==> src/rtl/mcl_pkg.sv <==
package mcl_pkg;

  localparam int MAX_RADIAL     = 64;
  localparam int MAX_VERTICAL   = 64;
  localparam int MAX_CELLS      = 4096;
  localparam int MAX_PER_COLUMN = 256;

  localparam int RAD_AW  = (MAX_RADIAL > 1) ? $clog2(MAX_RADIAL) : 1;
  localparam int VER_AW  = (MAX_VERTICAL > 1) ? $clog2(MAX_VERTICAL) : 1;
  localparam int CELL_AW = $clog2(MAX_CELLS);
  localparam int CNT_W   = 7;
  localparam int COLX_W  = 2 * CNT_W;
  localparam int DIV_STEPS = 33;
  localparam int DIV_CW    = 6;

  localparam logic [2:0] OP_RADIAL   = 3'd0;
  localparam logic [2:0] OP_VERTICAL = 3'd1;
  localparam logic [2:0] OP_COLUMN   = 3'd2;
  localparam logic [2:0] OP_CELL     = 3'd3;
  localparam logic [2:0] OP_LOCATE   = 3'd4;

  localparam logic [1:0] REG_RADIAL_COUNT   = 2'd0;
  localparam logic [1:0] REG_VERTICAL_COUNT = 2'd1;
  localparam logic [1:0] REG_PHI_PERIOD     = 2'd2;

  localparam logic [30:0] PHI_PERIOD_RST = 31'd411775;

  typedef struct packed {
    logic load_radial;
    logic load_vertical;
    logic load_column;
    logic load_cell;
    logic start;
    logic r_read;
    logic r_cmp;
    logic z_start;
    logic z_read;
    logic z_cmp;
    logic z_end;
    logic col_read;
    logic col_load;
    logic cell_read;
    logic off_load;
    logic div_start;
    logic div_step;
    logic set_hit;
    logic next_cell;
    logic finish;
  } mcl_cmd_t;

  typedef struct packed {
    logic lt;
    logic col_ok;
    logic cell_ok;
    logic need_div;
    logic div_done;
    logic hit;
    logic out_free;
  } mcl_status_t;

endpackage

==> src/rtl/mcl_ctrl.sv <==
module mcl_ctrl import mcl_pkg::*; (
  input  logic        clk,
  input  logic        rst_n,
  input  logic        in_valid,
  output logic        in_ready,
  input  logic [2:0]  in_op,
  input  mcl_status_t status,
  output mcl_cmd_t    cmd
);

  localparam logic [3:0] ST_IDLE   = 4'd0;
  localparam logic [3:0] ST_R_CHK  = 4'd1;
  localparam logic [3:0] ST_R_CMP  = 4'd2;
  localparam logic [3:0] ST_Z_CHK  = 4'd3;
  localparam logic [3:0] ST_Z_CMP  = 4'd4;
  localparam logic [3:0] ST_COL    = 4'd5;
  localparam logic [3:0] ST_COL_RD = 4'd6;
  localparam logic [3:0] ST_C_CHK  = 4'd7;
  localparam logic [3:0] ST_C_RD   = 4'd8;
  localparam logic [3:0] ST_C_OFF  = 4'd9;
  localparam logic [3:0] ST_DIV    = 4'd10;
  localparam logic [3:0] ST_C_TEST = 4'd11;
  localparam logic [3:0] ST_DONE   = 4'd12;

  logic [3:0] st_r, st_nxt;
  logic       acc;

  assign in_ready = (st_r == ST_IDLE);
  assign acc      = in_valid && in_ready;

  always_comb begin
    st_nxt = st_r;
    cmd    = '0;
    unique case (st_r)
      ST_IDLE: begin
        if (acc) begin
          case (in_op)
            OP_RADIAL:   cmd.load_radial   = 1'b1;
            OP_VERTICAL: cmd.load_vertical = 1'b1;
            OP_COLUMN:   cmd.load_column   = 1'b1;
            OP_CELL:     cmd.load_cell     = 1'b1;
            OP_LOCATE: begin
              cmd.start = 1'b1;
              st_nxt    = ST_R_CHK;
            end
            default: ;
          endcase
        end
      end
      ST_R_CHK: begin
        if (status.lt) begin
          cmd.r_read = 1'b1;
          st_nxt     = ST_R_CMP;
        end else begin
          cmd.z_start = 1'b1;
          st_nxt      = ST_Z_CHK;
        end
      end
      ST_R_CMP: begin
        cmd.r_cmp = 1'b1;
        st_nxt    = ST_R_CHK;
      end
      ST_Z_CHK: begin
        if (status.lt) begin
          cmd.z_read = 1'b1;
          st_nxt     = ST_Z_CMP;
        end else begin
          cmd.z_end = 1'b1;
          st_nxt    = ST_COL;
        end
      end
      ST_Z_CMP: begin
        cmd.z_cmp = 1'b1;
        st_nxt    = ST_Z_CHK;
      end
      ST_COL: begin
        if (status.col_ok) begin
          cmd.col_read = 1'b1;
          st_nxt       = ST_COL_RD;
        end else begin
          st_nxt = ST_DONE;
        end
      end
      ST_COL_RD: begin
        cmd.col_load = 1'b1;
        st_nxt       = ST_C_CHK;
      end
      ST_C_CHK: begin
        if (status.cell_ok) begin
          cmd.cell_read = 1'b1;
          st_nxt        = ST_C_RD;
        end else begin
          st_nxt = ST_DONE;
        end
      end
      ST_C_RD: begin
        cmd.off_load = 1'b1;
        st_nxt       = ST_C_OFF;
      end
      ST_C_OFF: begin
        if (status.need_div) begin
          cmd.div_start = 1'b1;
          st_nxt        = ST_DIV;
        end else begin
          st_nxt = ST_C_TEST;
        end
      end
      ST_DIV: begin
        cmd.div_step = 1'b1;
        if (status.div_done) st_nxt = ST_C_TEST;
      end
      ST_C_TEST: begin
        if (status.hit) begin
          cmd.set_hit = 1'b1;
          st_nxt      = ST_DONE;
        end else begin
          cmd.next_cell = 1'b1;
          st_nxt        = ST_C_CHK;
        end
      end
      ST_DONE: begin
        if (status.out_free) begin
          cmd.finish = 1'b1;
          st_nxt     = ST_IDLE;
        end
      end
      default: st_nxt = ST_IDLE;
    endcase
  end

  always_ff @(posedge clk) begin
    if (!rst_n) st_r <= ST_IDLE;
    else        st_r <= st_nxt;
  end

  a_busy_blocks_in: assert property (@(posedge clk) disable iff (!rst_n)
    (st_r != ST_IDLE) |-> !in_ready) else $error("request taken while busy");
  a_done_to_idle: assert property (@(posedge clk) disable iff (!rst_n)
    (st_r == ST_DONE && status.out_free) |=> (st_r == ST_IDLE))
    else $error("result not handed off");
  a_hit_ends_scan: assert property (@(posedge clk) disable iff (!rst_n)
    (st_r == ST_C_TEST && status.hit) |=> (st_r == ST_DONE))
    else $error("scan continued after hit");
  a_div_holds: assert property (@(posedge clk) disable iff (!rst_n)
    (st_r == ST_DIV && !status.div_done) |=> (st_r == ST_DIV))
    else $error("remainder left early");

endmodule

==> config.mk <==
export PLATFORM = sky130hd
export DESIGN_NAME = mcl_ctrl
export DESIGN_NICKNAME = d
export VERILOG_FILES = /design/src/rtl/mcl_pkg.sv /design/src/rtl/mcl_ctrl.sv
export SDC_FILE = /design/constraint.sdc
export NUM_CORES = 1
export LEC_CHECK = 0
export BUFFER_PORTS_ARGS = -buffer_cell sky130_fd_sc_hd__buf_2
export CORE_AREA = 2 2 39 41
export CTS_CLUSTER_DIAMETER = 120
export DETAILED_ROUTE_END_ITERATION = 6
export DIE_AREA = 0 0 41 43
export PLACE_DENSITY_LB_ADDON = 0.08
export SETUP_SLACK_MARGIN = 0.1
export SYNTH_ARGS = -nofsm -noshare
export SYNTH_HDL_FRONTEND = slang
export SYNTH_SLANG_ARGS = --single-unit
==> constraint.sdc <==
create_clock -name clk -period 2.7 [get_ports clk]
set_input_delay 0 -clock clk [delete_from_list [all_inputs] [get_ports clk]]
set_output_delay 0 -clock clk [all_outputs]
set_load 0.01 [all_outputs]
# After elaboration in Yosys (flattened, before gate mapping)
# Index checks and enable logic that the tools add are counted.
totals:
  output_inout_bits: 21
  reg_bits: 4
classes:
  n_reduce_logical: 4
  eq_ne: 20
  n_mux: 40
ops:
  columns: ["op", "count"]
  rows:
  - ["one-hot mux 4 bit (13 select lines)", 1]
  - ["2-to-1 mux 1 bit", 29]
  - ["2-to-1 mux 4 bit", 6]
  - ["== test 4 bit (second input constant)", 5]
  - ["== test 4 x 3 -> 1 bit (second input constant)", 4]
  - ["2-to-1 mux 5 bit", 2]
  - ["== test 4 x 2 -> 1 bit (second input constant)", 2]
  - ["== test 3 x 2 -> 1 bit (second input constant)", 2]
  - ["== test 4 x 1 -> 1 bit (second input constant)", 1]
  - ["zero test 4 bit", 1]
  - ["inequality test 2 x 1 -> 1 bit (second input constant)", 2]
  - ["inequality test 2 bit (second input constant)", 2]
  - ["AND reduction 4 bit", 1]
  - ["== test 3 x 1 -> 1 bit (second input constant)", 1]
  - ["== test 3 bit (second input constant)", 1]
  - ["zero test 3 bit", 1]
  - ["2-to-1 mux 3 bit", 1]
  - ["2-to-1 mux 2 bit", 1]
  - ["logical AND 1 bit", 1]

# Depth between registers and ports, before layout
# Gate-level depths: netlist (run 1).
depth:
  word_depth: 4
  ltp_mapped: 4
  mapped_depth_nobuf: 4

# Worst setup path before layout (run 1)
# Ideal clock, no wire load.
synth_path:
  path_type: "register to output"
  startpoint: "reg st_r[3]"
  endpoint: "out cmd[16] (netlist bit)"
  t_required_ns: 2.700
  stages_incl_launch_ff: 5
  arrival_ns: 1.323
  setup_slack_ns: 1.377
  path_cell_list: "dfxtp_1 or4_4 clkinv_2 nand3b_4 nor3_1"
synth_rtl:
  columns: ["item", "line_no", "source"]
  rows:
  - ["start: declaration", "mcl_ctrl.sv:25", "logic [3:0] st_r, st_nxt;"]
  - ["start signal: assignment", "mcl_ctrl.sv:133", "else st_r <= st_nxt;"]
  - ["end: declaration", "mcl_ctrl.sv:8", "output mcl_cmd_t cmd"]

==> results.toml, run 1 <==
[cells_and_area]
final_nets = 117
largest_reg_flops = 4
instances_no_fill = 118
reg_top3 = "st_r (4)"
antenna_cells = 0
fin_util_pct = 49.6
top_register = "st_r"
syn_to_final_growth_pct = 38.3
drive_above_1_share_pct = 39.2

[timing]
max_slew_margin_pct = 66.7
hold_viol = 0
timing.fmax_ghz = 0.583
fin_setup_tns_ns = 0
rsz0062_at_grt = "no"
worstMarginPinSlew_ns = 0.499
slew_violations = 0
worst_clock_skew_ns = 0.000105
fin_crit_sh_pct = 63.5
setup_viol = 0
fin_crit_ns = 1.71

[global_route]
gr-usage-met2_pct = 20.0
grt_max_degree = 18
grt_pass1_vias = 445
met3_usage_pct = 1.57
grt_pass1_wl_um = 1840
use_met1_pct = 22.5
antenna_found_initial = 0
top_usage_layer = "met1"
grt-ovfl-total = 0
grtUsageTotal_pct = 14.7

[synthesis]
async_reset_ff_share_pct = 0
synth.cell_area_sq_um = 497
postSynthAreaPerCell_sq_um = 7.10
synthFlopType = "dfxtp_1"
synthCells = 70
synth_nets = 83
synth_simple_gate_area_share_pct = 56.7
synthAdderAreaFrac_pct = 0
seq_area_frac_synth_pct = 16.1
synth_edf_count = 0
ys_ff_latch = 4
ys_types = 32
synth_xor_area_share_pct = 0
synth_mux_area_share_pct = 2.02
synth_top_family_by_area = "simple AND/OR/NAND/NOR gates"
synth_compound_area_share_pct = 19.1
yosys_warnings = 0

[drt]
drcViolationCount = 0
wl_per_cell_um = 10.6
routed_wl_um = 1250
num_vias = 591
first_pass_iters = 4
viasPerCell = 5.01
detail-route-antenna-nets = 0
drt_iter0_drc = 5

[clock_network]
cts_buffers = 3
insertion_delay_ns = 0.23
tritoncts = "done"
clock_path_buffers = 2
htreeDepth = 1
cts.clk_slew.worst_paths_ns = 0.03
cts_hold_buffers = 0
cts-root-buf = "clkbuf_4"
post_cts_buffers = 0
cts_resized = 0
cts_sinks = 4

[power]
fin_total_pwr_mw = 0.373
powerDensity_mw_per_mm2 = 543
cellLeakagePower_nw = 0.366
vdd_drop_max_mv = 0.355

[flow_run]
max-cap-violations = 0

[floorplan]
ios = 34
initial_core_util_pct = 35.9
die_w_um = 41
coreArea_sq_mm = 0.00138
dieHeight_um = 43
die-area_sq_mm = 0.00176
rows = 14

[setup_path]
end_kind = "output pin"
start_kind = "register"
r2r_setup_slack_ns = 1.27
cp_max_fo = 17
r2r_cells = 3
r2r_end = "st_r[0]$_SDFFE_PN0P_"
worstPathRequired_ns = 2.70
r2r_start = "st_r[1]$_SDFFE_PN0P_"
arrival_ns = 1.71
worst-setup-path-type = "reg2out"

[placement]
portBuffers = 33
hpwlAfterDp_um = 969
post-place-cells = 115
gp_congestion = 0.736

[worst_hold_path]
min_from = "rst_n"
hold_class = "in2reg"
min_path_cells = 2
min_to = "st_r[3]$_SDFFE_PN0P_"

[outcome]
status = "finished clean"
[cell usage after synthesis, drive strengths merged (2+ instances only)]
cell type,count,share of area (%)
and3,4,5.0
nor2,7,5.3
or3b,2,3.5
clkbuf,2,1.5
o21a,2,3.0
o21ai,2,2.0
nand2,3,2.3
inv,2,1.5
and2,2,2.5
nand3b,3,7.1
nor2b,3,3.8
buf,2,2.0
nor4,3,3.8
nand2b,5,6.3
a21bo,2,4.0
dfxtp,4,16
nor3,8,8.1
a21oi,2,2.0
[how the worst max path moves through the flow]
| stage | slack, ns | end | startpoint |
|---|---|---|---|
| 6_report | 0.99 | cmd[19] | st_r[3]$_SDFFE_PN0P_ |
| 2_1_floorplan | 1.38 | cmd[16] | st_r[3]$_SDFFE_PN0P_ |
| 3_5_place_dp | 1.22 | cmd[19] | st_r[3]$_SDFFE_PN0P_ |
| 3_3_place_gp | 1.24 | cmd[19] | st_r[3]$_SDFFE_PN0P_ |
| 4_1_cts | 0.96 | cmd[18] | st_r[3]$_SDFFE_PN0P_ |
| 5_1_grt | 0.86 | cmd[16] | st_r[3]$_SDFFE_PN0P_ |
[routing by layer]
metal	vias to the layer above	wire length (um)	share of wire, %
met5	-	0	0
met4	0	0	0
met3	0	88	7.0
met2	19	557	45
met1	251	603	48
li1	321	-	-
[metrics by stage]
stage	hold WS (ns)	setup WS [ns]	area, sq um
CTS	0.0332	0.957	687
floorplan	0.0504	1.38	497
detailed placement	0.274	1.22	664
global placement	0.273	1.24	664
global route	0.0563	0.862	687
finish	0.0366	0.986	687
[cell families (layout without fill, tap and decap cells)]
group                  count (synthesis)  after routing
buffers and inverters                  7             39
flip-flops                             4              4
multiplexers                           1              1
AND/OR/NAND/NOR                       45             45
AO/OA/AOI/OAI                         13             13
[worst max-delay path, stage by stage, from the launching register on]
cell and delay, ns:
dfxtp_1 0.44, or4_4 0.60, clkinv_2 0.09, nand3b_4 0.09, nor3_1 0.12, buf_2 0.15
[final cells by class]
type | instances | area (sq um)
Tap cell | 16 | 20.0
Inverter | 3 | 12.5
Multi-Input combinational cell | 59 | 387
Clock buffer | 3 | 22.5
Sequential cell | 4 | 80.1
Timing Repair Buffer | 33 | 165
Fill cell | 144 | 697
[cell usage in the layout (no fill, tap or decap)]
| master | count |
|---|---|
| a211oi_1 | 1 |
| a21bo_1 | 1 |
| a21bo_2 | 1 |
| a21o_1 | 1 |
| a21oi_1 | 2 |
| a31oi_1 | 1 |
| a32o_1 | 1 |
| and2_1 | 2 |
| and2b_1 | 1 |
| and3_1 | 4 |
| and4_1 | 1 |
| buf_2 | 33 |
| clkbuf_4 | 3 |
| clkinv_2 | 1 |
| dfxtp_1 | 4 |
| inv_1 | 2 |
| mux2i_1 | 1 |
| nand2_1 | 3 |
| nand2b_1 | 5 |
| nand3b_1 | 2 |
| nand3b_4 | 1 |
| nor2_1 | 7 |
| nor2b_1 | 3 |
| nor3_1 | 8 |
| nor4_1 | 3 |
| nor4bb_1 | 1 |
| o21a_1 | 2 |
| o21ai_1 | 2 |
| o22a_1 | 1 |
| or2b_1 | 1 |
| or3b_1 | 2 |
| or4_4 | 1 |
[power by group]
group | switching (mW) | internal, mW | total, mW | leakage (nW)
Clock | 0.0210 | 0.0495 | 0.0705 | 0.0138
Combinational | 0.0912 | 0.0935 | 0.185 | 0.320
Sequential | 0.0463 | 0.0714 | 0.118 | 0.0325
Total | 0.158 | 0.214 | 0.373 | 0.366
Note: power is estimated with default switching activity, not from simulation.
==> run 2: changes to the inputs <==
Settings changed: ABC_AREA set to 1.
Clock period 2.7 ns to 1.8 ns, I/O delays scaled along.
==> results.toml, run 2 <==
[timing]
max_slew_margin_pct = 77.7
hold_viol = 0
worstMarginPinSlew_ns = 0.334
setup_viol = 0
rsz0062_at_grt = "no"
holdWs_ns = 0.0458
slew_violations = 0
fin_crit_sh_pct = 80.6
timing.fmax_ghz = 0.689
fin_setup_tns_ns = 0
worst_clock_skew_ns = 0.000511
fin_crit_ns = 1.45

[synthesis]
ys_ff_latch = 4
synthFlopType = "dfxtp_1"
synthCells = 89
synth_area_leaders = "dfxtp_1 (16%), nor2_1 (12%), inv_1 (11%), nand2_1 (9.9%), nand3_1 (8.1%)"
synthAdderAreaFrac_pct = 0
synth_most_common_cell = "nor2_1"
synth.cell_area_sq_um = 492
synth_compound_area_share_pct = 8.65
ys_types = 19
synth_xor_area_share_pct = 0
postSynthAreaPerCell_sq_um = 5.52
seq_area_frac_synth_pct = 16.3
yosysTopAreaCellShare_pct = 16.3
synth_top_family_by_area = "simple AND/OR/NAND/NOR gates"
synth_commonest_cells = "nor2_1 (16), inv_1 (15), nand2_1 (13), nand3_1 (8), inv_2 (5)"
synth_simple_gate_area_share_pct = 59.8
yosys_warnings = 0
async_reset_ff_share_pct = 0
synth_mux_area_share_pct = 0
synth_top_area_cell = "dfxtp_1"
synth_edf_count = 0
synth_nets = 102

[clock_network]
insertion_delay_ns = 0.23
cts_buffers = 3
cts.clk_slew.worst_paths_ns = 0.04
post_cts_buffers = 0
cts-root-buf = "clkbuf_4"
clock_path_buffers = 2
htreeDepth = 1
tritoncts = "done"
cts_sinks = 4
cts_resized = 0
cts_hold_buffers = 0

[floorplan]
dieHeight_um = 43
initial_core_util_pct = 35.5
ios = 34
die_w_um = 41
coreArea_sq_mm = 0.00138
rows = 14
die-area_sq_mm = 0.00176

[flow_run]
max-cap-violations = 0

[setup_path]
worst-setup-path-type = "reg2out"
path_buf_inv = 2
path_cells = "inv_1 -> nand2_2 -> nor2_4 -> nand2_1 -> nor4_2 -> buf_2"
arrival_ns = 1.45
end_kind = "output pin"
cp_max_fo = 6
cp_slowest_cell = "dfxtp_1"
crit_family = "simple AND/OR/NAND/NOR gates"
worstPathRequired_ns = 1.80
start_kind = "register"
critical-path-max-stage-delay_ns = 0.33

[worst_hold_path]
hold_class = "in2reg"

[placement]
portBuffers = 33
gp_congestion = 0.778
hpwlAfterDp_um = 1130

[cells_and_area]
fill_cells = 170
drive_above_1_share_pct = 43.2
top_register = "st_r"
multi_input_area_sq_um = 337
reg_top3 = "st_r (4)"
regArea_sq_um = 80.1
antenna_cells = 0
final_nets = 140
largest_reg_flops = 4
final_common_cell = "buf_2"
syn_to_final_growth_pct = 42.2
layout_common_cells = "buf_2 (33), nor2_1 (16), inv_1 (15), nand2_1 (13), nand3_1 (8)"

[drt]
detail-route-antenna-nets = 0
first_pass_iters = 2
drt_iter0_drc = 2
wl_per_cell_um = 9.04
routed_wl_um = 1270
viasPerCell = 4.66
drcViolationCount = 0
num_vias = 657

[global_route]
grtUsageTotal_pct = 17.5
antenna_found_initial = 0
grt-ovfl-total = 0
grt_pass1_wl_um = 2150
grt_pass1_vias = 551
grt_max_degree = 8

[power]
vdd_drop_max_mv = 0.259
powerDensity_mw_per_mm2 = 415
cellLeakagePower_nw = 0.420

[outcome]
status = "finished clean"
run 2: worst min-delay path, delay by kind of cell:
kind / cells / cell delay (ns)
buffers and inverters: 2 / 0.14
and+or+nand+nor: 1 / 0.10
run 2: kinds of logic after synthesis:
| logic type | count (synthesis) |
|---|---|
| compound gates | 8 |
| buf+inv | 20 |
| flops | 4 |
| simple gates | 57 |
run 2: routing by layer:
layer	global-route usage, %	up-vias	routed length, um
li1	-	357	-
met1	23.2	286	562
met2	26.3	14	661
met3	3.14	0	50
met4	8.00	0	0
met5	0	-	0
run 2: final cells by class:
type	instances	area share (%)
well taps	16	2.86
inverters	20	10.7
repair buffers	33	23.6
flip-flops and latches	4	11.4
multi-input cells	65	48.1
clock buffers	3	3.22
run 2: stage by stage:
stage               setup slack (ns)  std cells  total power, mW  area (sq um)  utilization [%]
floorplan                      0.663         89            0.152           492                -
global placement               0.564        138            0.186           677             48.9
detailed placement             0.577        138            0.186           677             48.9
CTS                            0.320        141            0.298           699             50.5
global route                   0.201        141            0.317           699             50.5
finish                         0.349        141            0.290           699             50.5
run 2: path summary, 6_finish.rpt:
check / cells past startpoint / startpoint / slack (ns) / to
hold / removal: 3 / rst_n / 0.05 / st_r[0]$_SDFFE_PN0P_
hold reg to reg: 2 / st_r[2]$_SDFFE_PN0P_ / 0.62 / st_r[2]$_SDFFE_PN0P_
setup reg to reg: 6 / st_r[0]$_SDFFE_PN0P_ / 0.58 / st_r[3]$_SDFFE_PN0P_
setup / recovery: 6 / st_r[0]$_SDFFE_PN0P_ / 0.35 / cmd[16]
run 2: power breakdown:
group | switching (mW) | internal [mW] | total [mW]
combinational | 0.0525 | 0.0336 | 0.0861
clock | 0.0324 | 0.0743 | 0.107
sequential | 0.00499 | 0.0923 | 0.0973
total | 0.0899 | 0.200 | 0.290
